### src/rtl/bcdl_pkg.sv
// Package for the button click / double-click / long-press classifier.
// Holds event and phase codes, register indexes and the state/result structs.
// No dependencies.
package bcdl_pkg;

  // Event codes carried in event_res
  localparam logic [1:0] EV_IDLE   = 2'd0;
  localparam logic [1:0] EV_CLICK  = 2'd1;
  localparam logic [1:0] EV_DOUBLE = 2'd2;
  localparam logic [1:0] EV_LONG   = 2'd3;

  // Lower machine phases
  localparam logic [1:0] PH_IDLE    = 2'd0;
  localparam logic [1:0] PH_CONFIRM = 2'd1;
  localparam logic [1:0] PH_HOLD    = 2'd2;
  localparam logic [1:0] PH_RELEASE = 2'd3;

  // Input action codes
  localparam logic ACT_SCAN = 1'b0;
  localparam logic ACT_TICK = 1'b1;

  // Configuration register indexes
  localparam int CFG_IDX_W = 1;
  localparam logic [CFG_IDX_W-1:0] REG_LONG_PRESS = 1'd0;
  localparam logic [CFG_IDX_W-1:0] REG_DOUBLE_GAP = 1'd1;

  localparam int CFG_DATA_W = 8;
  localparam logic [7:0] LONG_PRESS_RST = 8'd15;
  localparam logic [7:0] DOUBLE_GAP_RST = 8'd3;
  localparam logic [7:0] TICK_MAX       = 8'd255;

  // Classifier state
  typedef struct packed {
    logic [1:0] phase;
    logic       pending;
    logic [7:0] hold;
    logic [7:0] gap;
  } bcdl_state_t;

  // One result word
  typedef struct packed {
    logic [1:0] event_res;
    logic       clear_shut;
  } bcdl_res_t;

endpackage

### src/rtl/bcdl_if.sv
// Valid/ready channel interfaces for the classifier: scan/tick input and result.
// Depends on nothing.
interface bcdl_in_if;
  logic valid;
  logic ready;
  logic action;
  logic pressed;

  modport source (output valid, output action, output pressed, input ready);
  modport sink   (input valid, input action, input pressed, output ready);
endinterface

interface bcdl_out_if;
  logic       valid;
  logic       ready;
  logic [1:0] event_res;
  logic       clear_shut;

  modport source (output valid, output event_res, output clear_shut, input ready);
  modport sink   (input valid, input event_res, input clear_shut, output ready);
endinterface

### src/rtl/bcdl_core.sv
// Next-state and result logic of the classifier for one scan or tick word.
// Purely combinational; depends on bcdl_pkg.
module bcdl_core
  import bcdl_pkg::*;
(
  input  bcdl_state_t st,
  input  logic        action,
  input  logic        pressed,
  input  logic [7:0]  long_press_ticks,
  input  logic [7:0]  double_gap_ticks,
  output bcdl_state_t st_next,
  output bcdl_res_t   res
);

  logic [1:0] low;

  always_comb begin
    st_next        = st;
    low            = EV_IDLE;
    res.event_res  = EV_IDLE;
    res.clear_shut = 1'b0;

    if (action == ACT_TICK) begin
      // tick: saturating counters only
      if (st.hold != TICK_MAX) st_next.hold = st.hold + 8'd1;
      if (st.gap  != TICK_MAX) st_next.gap  = st.gap  + 8'd1;
    end else begin
      // lower machine: press debounce, hold timing, release wait
      unique case (st.phase)
        PH_IDLE: begin
          if (pressed) st_next.phase = PH_CONFIRM;
        end
        PH_CONFIRM: begin
          if (pressed) begin
            st_next.hold  = 8'd0;
            st_next.phase = PH_HOLD;
          end else begin
            st_next.phase = PH_IDLE;
          end
        end
        PH_HOLD: begin
          if (!pressed) begin
            low           = EV_CLICK;
            st_next.phase = PH_IDLE;
          end else if (st.hold >= long_press_ticks) begin
            res.clear_shut = 1'b1;
            low            = EV_LONG;
            st_next.phase  = PH_RELEASE;
          end
        end
        default: begin
          if (!pressed) st_next.phase = PH_IDLE;
        end
      endcase

      // upper machine: hold first click, pair into double or time out
      if (!st.pending) begin
        if (low == EV_CLICK) begin
          st_next.gap     = 8'd0;
          st_next.pending = 1'b1;
          res.clear_shut  = 1'b1;
        end else begin
          res.event_res = low;
        end
      end else begin
        if (low == EV_CLICK) begin
          res.event_res   = EV_DOUBLE;
          st_next.pending = 1'b0;
        end else if (st.gap > double_gap_ticks) begin
          res.event_res   = EV_CLICK;
          st_next.pending = 1'b0;
        end
      end
    end
  end

endmodule

### src/rtl/button_click_double_long_classifier.sv
// Top level of the push-button click / double-click / long-press classifier.
// Depends on bcdl_pkg, bcdl_in_if, bcdl_out_if and bcdl_core.
//
//   channel   dir  payload                      notes
//   item      in   action[0], pressed[0]        0 = scan, 1 = tick
//   result    out  event_res[1:0], clear_shut   one word per item
//   cfg_*     in   cfg_index[0], cfg_data[7:0]  write only
//
// One item per cycle: state updates at the accepting edge, and the result
// word sits in an output register the cycle after.
// An item is taken whenever the output register is empty or is being drained.
// Reset (rst, synchronous) clears phase, pending flag and counters and loads
// long_press_ticks = 15 and double_gap_ticks = 3.
module button_click_double_long_classifier
  import bcdl_pkg::*;
(
  input  logic                 clk,
  input  logic                 rst,
  bcdl_in_if.sink              item,
  bcdl_out_if.source           result,
  input  logic                 cfg_wr_en,
  input  logic [CFG_IDX_W-1:0] cfg_index,
  input  logic [CFG_DATA_W-1:0] cfg_data
);

  bcdl_state_t st;
  bcdl_state_t st_next;
  bcdl_res_t   res_next;
  bcdl_res_t   res;
  logic        res_valid;
  logic [7:0]  long_press_ticks;
  logic [7:0]  double_gap_ticks;
  logic        accept;

  assign item.ready = !res_valid || result.ready;
  assign accept     = item.valid && item.ready;

  bcdl_core u_core (
    .st               (st),
    .action           (item.action),
    .pressed          (item.pressed),
    .long_press_ticks (long_press_ticks),
    .double_gap_ticks (double_gap_ticks),
    .st_next          (st_next),
    .res              (res_next)
  );

  // configuration registers
  always_ff @(posedge clk) begin
    if (rst) begin
      long_press_ticks <= LONG_PRESS_RST;
      double_gap_ticks <= DOUBLE_GAP_RST;
    end else if (cfg_wr_en) begin
      unique case (cfg_index)
        REG_LONG_PRESS: long_press_ticks <= cfg_data;
        default:        double_gap_ticks <= cfg_data;
      endcase
    end
  end

  // classifier state
  always_ff @(posedge clk) begin
    if (rst) begin
      st <= '0;
    end else if (accept) begin
      st <= st_next;
    end
  end

  // output word register
  always_ff @(posedge clk) begin
    if (rst) begin
      res_valid <= 1'b0;
    end else if (accept) begin
      res_valid <= 1'b1;
    end else if (result.ready) begin
      res_valid <= 1'b0;
    end
  end

  always_ff @(posedge clk) begin
    if (accept) res <= res_next;
  end

  assign result.valid      = res_valid;
  assign result.event_res  = res.event_res;
  assign result.clear_shut = res.clear_shut;

`ifndef ASSERT_OFF
  // a tick word always yields an idle result
  a_tick_idle: assert property (@(posedge clk) disable iff (rst)
    (accept && item.action == ACT_TICK) |=>
      (res_valid && res.event_res == EV_IDLE && !res.clear_shut))
    else $error("tick produced a non-idle result");

  // a double click needs a click already pending
  a_double_needs_pending: assert property (@(posedge clk) disable iff (rst)
    (accept && !st.pending) |=> (res.event_res != EV_DOUBLE))
    else $error("double click without a pending click");

  // dropping the pending click always emits an event
  a_pending_drop: assert property (@(posedge clk) disable iff (rst)
    (accept && st.pending) |=> (st.pending || res.event_res != EV_IDLE))
    else $error("pending click lost");

  // a long press moves the lower machine to the release wait
  a_long_to_release: assert property (@(posedge clk) disable iff (rst)
    (accept && item.action == ACT_SCAN && st.phase == PH_HOLD && item.pressed &&
     st.hold >= long_press_ticks) |=> (st.phase == PH_RELEASE && res.clear_shut))
    else $error("long press did not enter release wait");
`endif

endmodule

### src/flat_wrapper.sv
// flat-port wrapper written by rule: the top's interface ports become plain ports
module button_click_double_long_classifier_flat import bcdl_pkg::*;
  (clk, rst, cfg_wr_en, cfg_index, cfg_data, item_valid, item_action, item_pressed, item_ready, result_valid, result_event_res, result_clear_shut, result_ready);
  bcdl_in_if item_i ();
  bcdl_out_if result_i ();
  input  logic clk;
  input  logic rst;
  input  logic cfg_wr_en;
  input  logic [CFG_IDX_W-1:0] cfg_index;
  input  logic [CFG_DATA_W-1:0] cfg_data;
  input wire logic [$bits(item_i.valid)-1:0] item_valid;
  input wire logic [$bits(item_i.action)-1:0] item_action;
  input wire logic [$bits(item_i.pressed)-1:0] item_pressed;
  output wire logic [$bits(item_i.ready)-1:0] item_ready;
  output wire logic [$bits(result_i.valid)-1:0] result_valid;
  output wire logic [$bits(result_i.event_res)-1:0] result_event_res;
  output wire logic [$bits(result_i.clear_shut)-1:0] result_clear_shut;
  input wire logic [$bits(result_i.ready)-1:0] result_ready;
  assign item_i.valid = item_valid;
  assign item_i.action = item_action;
  assign item_i.pressed = item_pressed;
  assign item_ready = item_i.ready;
  assign result_valid = result_i.valid;
  assign result_event_res = result_i.event_res;
  assign result_clear_shut = result_i.clear_shut;
  assign result_i.ready = result_ready;
  button_click_double_long_classifier u_core (.clk(clk), .rst(rst), .item(item_i), .result(result_i), .cfg_wr_en(cfg_wr_en), .cfg_index(cfg_index), .cfg_data(cfg_data));
endmodule
### config.mk
export PLATFORM = sky130hd
export DESIGN_NAME = button_click_double_long_classifier_flat
export DESIGN_NICKNAME = d
export VERILOG_FILES = /design/src/rtl/bcdl_pkg.sv /design/src/rtl/bcdl_if.sv /design/src/rtl/bcdl_core.sv /design/src/rtl/button_click_double_long_classifier.sv /design/src/flat_wrapper.sv
export SDC_FILE = /design/constraint.sdc
export NUM_CORES = 1
export LEC_CHECK = 0
export BUFFER_PORTS_ARGS = -buffer_cell sky130_fd_sc_hd__buf_2
export CAP_MARGIN = 30
export CORE_MARGIN = 3
export CORE_UTILIZATION = 30
export CTS_BUF_LIST = sky130_fd_sc_hd__clkbuf_4
export CTS_CLUSTER_DIAMETER = 60
export DETAILED_ROUTE_END_ITERATION = 6
export SLEW_MARGIN = 20
export SYNTH_ARGS = -nofsm -noshare
export SYNTH_HDL_FRONTEND = slang
export SYNTH_HIERARCHICAL = 1
export SYNTH_SLANG_ARGS = --single-unit
### constraint.sdc
create_clock -name clk -period 3 [get_ports clk]
set_input_delay 0.3 -clock clk [delete_from_list [all_inputs] [get_ports clk]]
set_output_delay 0.3 -clock clk [all_outputs]
set_load 0.02 [all_outputs]
==> results.json, run 1 <==
{
  "status": "completed",
  "synth.net_count": 343,
  "worstHoldPathType": "in -> reg",
  "critPathMaxFanout": 6,
  "ys_seq_elements": 39,
  "antenna_found_initial": 0,
  "slew_viol_final": 0,
  "mostFrequentLayoutCells": "dfxtp_1, nand2_1, nand3_1",
  "place_inst": 417,
  "ctsResizeCount": 0,
  "layout_commonest_cell": "dfxtp_1",
  "ir_worst_vdd_mv": 0.158,
  "critical-path-top-delay-family": "compound AO/OA/AOI/OAI gates",
  "yosysWarnings": 6,
  "die_y_um": 98.7,
  "cts_tree": "done",
  "p_per_area_nw_per_um2": 404,
  "numCtsBuffers": 5,
  "hold_viol_final": 0,
  "avgSynthCellArea_um2": 8.34,
  "netlist_area_um2": 2580,
  "cts_root_buf": "clkbuf_4",
  "crit_chain": "inv_1, ha_1, nand2b_1, a2111oi_0, or4_1, a31oi_1, o22a_1, nand3_1, a21oi_2",
  "path_clk_slew_ns": 0.13,
  "start_util": 0.311,
  "avgRoutedWirePerCell_um": 13.3,
  "vias": 2187,
  "finalPower_w": 0.00114,
  "cts.hold.buffers_added": 0,
  "overflow": 0,
  "crit_buf_inv": 1,
  "nets": 353,
  "final_cells": 425,
  "synth_cells": 309,
  "drtIter0Drc": 105,
  "ys_types": 48,
  "synth-seq-area-share": 0.315,
  "port_buffers": 20,
  "static-leakage-power_nw": 1.04,
  "worst_setup_path_start_kind": "flip-flop",
  "r2r_slack_ns": 0.88,
  "period_share": 0.706,
  "rsz0062_at_grt": "no",
  "clock_latency_ns": 0.35,
  "first_global_vias": 2062,
  "drc_errors": 0,
  "required_ns": 3.21,
  "synthFlopType": "dfxtp_1",
  "grt_usage": 0.119,
  "slowest_delay_ns": 0.44,
  "grt_pass1_wl_mm": 9.73,
  "drt-total-wl_mm": 5.66,
  "fill_cells": 855,
  "drive_gt1_frac": 0.163,
  "insertedDiodeCount": 0,
  "fmax_mhz": 472,
  "dp_hpwl_mm": 3.93,
  "setup_viol": 0,
  "grt_max_degree": 42,
  "die_area_um2": 9740,
  "async_reset_ff_frac": 0,
  "cp_slowest_cell": "dfxtp_1",
  "antenna_left": 0,
  "clkSinkCount": 39,
  "synthToLayoutAreaGrowth_pct": 9.27,
  "core_area_um2": 8300,
  "firstDrtPassIters": 4,
  "maxCapViolCount": 0,
  "setup_tns_ns": 0,
  "vias_per_cell": 5.15,
  "synth_edf_count": 3,
  "postCtsSetupBuffers": 0,
  "die_w_um": 98.7,
  "path_class": "reg -> reg",
  "io_pins": 21,
  "skew_ns": 0.0117,
  "relSlewSlack": 0.406,
  "row_count": 33,
  "htreeDepth": 2,
  "critical_path_arrival_ns": 2.32,
  "gp_congestion": 0.790,
  "worstMarginPinSlew_ns": 0.890,
  "critPathCaptureType": "flip-flop",
  "clock_path_buffers": 2,
  "post-route-min-period_ns": 2.12
}
[metrics by stage]
stage          worst slack [ns]  instance area (um2)  utilization  hold slack [ns]
6_report                  0.881                 2820        0.339            0.165
5_1_grt                   0.635                 2820        0.339            0.142
4_1_cts                   0.876                 2820        0.339            0.146
3_5_place_dp              0.922                 2710        0.327            0.454
3_3_place_gp              0.984                 2710        0.327            0.444
2_1_floorplan              1.14                 2580            -            0.418
[registers in the layout, indices dropped and copies added (netlist names)]
register	flops
u_core/double_gap_ticks	8
u_core/long_press_ticks	8
u_core/result.clear_shut	1
u_core/result.event_res	2
u_core/result.valid	1
u_core/st	19
[power by group]
part	internal, W	switching, W
registers	0.000542	0.0000136
clock network	0.000259	0.000187
logic	0.0000502	0.0000849
[synthesized netlist by cell type, types with 6 or more instances]
cell / count / area share
ha_1: 18 / 0.087
buf_2: 6 / 0.012
a21oi_1: 24 / 0.047
inv_1: 20 / 0.029
a21bo_1: 18 / 0.070
a21oi_2: 18 / 0.061
nand3_1: 30 / 0.058
dfxtp_1: 36 / 0.28
nand2_1: 31 / 0.045
o21ai_0: 10 / 0.019
nor2_1: 13 / 0.019
nand4_1: 7 / 0.017
clkbuf_1: 6 / 0.0087
[layout make-up]
| cell class | instances | area, um2 | area share |
|---|---|---|---|
| Clock buffer | 5 | 37.5 | 0.0133 |
| Tap cell | 105 | 131 | 0.0466 |
| Clock inverter | 3 | 67.6 | 0.0240 |
| Sequential cell | 39 | 811 | 0.288 |
| Multi-Input combinational cell | 231 | 1580 | 0.562 |
| Timing Repair Buffer | 21 | 108 | 0.0382 |
| Inverter | 21 | 78.8 | 0.0280 |
[layer usage]
metal,vias up,share of wire,global-route usage
met4,0,0.0069,0.0305
li1,1141,-,-
met2,39,0.46,0.193
met1,1003,0.49,0.161
met3,4,0.038,0.0262
met5,-,0,0
[final timing paths]
path,from,endpoint,depth (start not counted)
worst max-delay path,u_core/st[8],u_core/st[17],9
worst min-delay path,cfg_data[2],u_core/long_press_ticks[2],2
worst max register to register,u_core/st[8],u_core/st[17],9
worst min register to register,u_core/double_gap_ticks[7],u_core/double_gap_ticks[7],2
[kinds of logic after synthesis]
family | share of synthesized area
flip-flops | 0.315
XOR/XNOR | 0.00680
AND/OR/NAND/NOR | 0.213
AO/OA/AOI/OAI | 0.288
adder cells (fa/ha/maj) | 0.0874
buffers and inverters | 0.0714
multiplexers | 0.0194
(Power assumes the default switching activity.)
==> inputs of run 2 (changes only) <==
- clock period: 3 -> 1.9 ns (I/O delays scaled with it)
==> run 2 against run 1 <==
  * Critical path depth fell by 2
  * Count of clock-buffer cells in the layout did not move
  * Final cell count rose by 5.2%
  * Critical path type unchanged
  * Power rose by 63%
==> results.json, run 2 (synthesis gave the netlist of run 1 again) <==
{
  "place_area_um2": 2880,
  "r2r_start": "u_core/long_press_ticks[3]",
  "worstHoldPathCells": 2,
  "relSlewSlack": 0.658,
  "crit_chain": "inv_2, ha_4, o21a_1, nor2_1, or4_4, a211o_1, a21oi_1",
  "cp_slowest_cell": "or4_4",
  "avgRoutedWirePerCell_um": 13.7,
  "skew_ns": 0.0106,
  "synthToLayoutAreaGrowth_pct": 23.3,
  "start_util": 0.311,
  "grt_usage": 0.127,
  "row_count": 33,
  "hold_viol_final": 0,
  "io_pins": 21,
  "critPathCaptureType": "flip-flop",
  "largest_reg_flops": 19,
  "cts_root_buf": "clkbuf_4",
  "status": "completed",
  "maxCapViolCount": 0,
  "drive_gt1_frac": 0.327,
  "overflow": 0,
  "vias_per_cell": 5.11,
  "r2r_end": "u_core/result.event_res[1]",
  "drt-total-wl_mm": 6.11,
  "reg.largest.list": "u_core/st x19, u_core/double_gap_ticks x8, u_core/long_press_ticks x8",
  "die_area_um2": 9740,
  "insertedDiodeCount": 0,
  "nets": 375,
  "drc_errors": 0,
  "required_ns": 2.12,
  "p_per_area_nw_per_um2": 584,
  "fmax_mhz": 533,
  "ir_worst_vdd_mv": 0.222,
  "rsz0062_at_grt": "yes",
  "firstDrtPassIters": 4,
  "grt_max_degree": 42,
  "slowest_delay_ns": 0.51,
  "place_inst": 438,
  "first_global_vias": 2190,
  "endpoint": "u_core/result.event_res[1]",
  "fin_hold_ws_ns": 0.0416,
  "gp_congestion": 0.768,
  "worstHoldPathType": "in -> reg",
  "die_w_um": 98.7,
  "slew_viol_final": 0,
  "crit_buf_inv": 1,
  "r2r_slack_ns": 0.02,
  "static-leakage-power_nw": 1.17,
  "top_register": "u_core/st",
  "dp_hpwl_mm": 4.30,
  "critPathMaxFanout": 3,
  "antenna_found_initial": 0,
  "mostFrequentLayoutCells": "nand2_1, nand3_1, dfxtp_1",
  "critical-path-top-delay-family": "compound AO/OA/AOI/OAI gates",
  "final_cells": 447,
  "post-route-min-period_ns": 1.88,
  "drtIter0Drc": 112,
  "period_share": 0.988,
  "vias": 2286,
  "setup_viol": 0,
  "path_depth": 7,
  "clock_path_buffers": 2,
  "path_class": "reg -> reg",
  "cts_tree": "done",
  "clkSinkCount": 39,
  "worst_setup_path_start_kind": "flip-flop",
  "crit_start": "u_core/long_press_ticks[3]",
  "clock_latency_ns": 0.36,
  "die_y_um": 98.7,
  "reg2reg_depth": 7,
  "htreeDepth": 2,
  "port_buffers": 20,
  "worstMarginPinSlew_ns": 0.513,
  "path_clk_slew_ns": 0.12,
  "core_area_um2": 8300,
  "critical_path_arrival_ns": 2.09,
  "grt_pass1_wl_mm": 10.3,
  "numCtsBuffers": 5,
  "antenna_left": 0,
  "final_area_um2": 3180
}
==> run 2: changes by cell type in the layout (fill, tap and decap cells not counted), moves of 2 or more <==
| cell | previous run | this run |
|---|---|---|
| ha_4 | 0 | 7 |
| buf_4 | 1 | 22 |
| inv_1 | 20 | 14 |
| dfxtp_2 | 0 | 11 |
| nand2_1 | 31 | 29 |
| o32ai_1 | 2 | 0 |
| ha_1 | 18 | 11 |
| o32ai_2 | 0 | 2 |
| dfxtp_1 | 36 | 25 |
| nand2_2 | 0 | 2 |
| inv_2 | 0 | 6 |
==> run 2: how the worst min path moves through the flow <==
stage               slack, ns                         end         from
floorplan                0.31  u_core/long_press_ticks[0]  cfg_data[0]
global placement         0.42  u_core/long_press_ticks[1]  cfg_data[1]
detailed placement       0.42  u_core/long_press_ticks[1]  cfg_data[1]
CTS                      0.03  u_core/long_press_ticks[1]  cfg_data[1]
global route             0.03  u_core/long_press_ticks[1]  cfg_data[1]
finish                   0.04  u_core/long_press_ticks[1]  cfg_data[1]
==> run 2: report_power, final <==
group / leakage (nW) / internal [W] / switching, W
combinational: 0.791 / 0.000113 / 0.000156
sequential: 0.327 / 0.000858 / 0.0000189
clock: 0.0514 / 0.000409 / 0.000303
total: 1.17 / 0.00138 / 0.000478
==> run 2: worst reg2reg max path: stages, from the launching register on <==
cell,delay (ns)
dfxtp_2,0.35
inv_2,0.04
ha_4,0.25
o21a_1,0.12
nor2_1,0.04
or4_4,0.51
a211o_1,0.31
a21oi_1,0.13
==> run 2: layout make-up <==
cell class,count,area (um2)
clock buffer,5,37.5
multi-input combinational,231,1750
inverter,21,78.8
timing repair buffer,43,285
fill,857,5120
clock inverter,3,67.6
tap,105,131
sequential,39,825
==> run 2: repair_timing <==
item                       CTS  global route
gates resized for setup     10            33
pin swaps                    7             8
hold buffers                 0             0
setup endpoints to repair    5            10
buffers inserted             1             0
==> run 2: metrics by stage <==
| step | setup TNS, ns | utilization | total power, W | setup slack (ns) |
|---|---|---|---|---|
| 6_report | 0 | 0.383 | 0.00186 | 0.0233 |
| 2_1_floorplan | 0 | - | 0.00106 | 0.0432 |
| 3_3_place_gp | -0.190 | 0.347 | 0.00112 | -0.105 |
| 3_5_place_dp | -0.159 | 0.347 | 0.00113 | -0.109 |
| 4_1_cts | -0.247 | 0.366 | 0.00186 | -0.103 |
| 5_1_grt | -0.268 | 0.383 | 0.00194 | -0.102 |
==> run 2: layer usage <==
layer / wire (um) / global-route usage
met5: 0 / 0
met4: 50 / 0.0252
met3: 184 / 0.0297
met2: 3010 / 0.214
met1: 2860 / 0.167
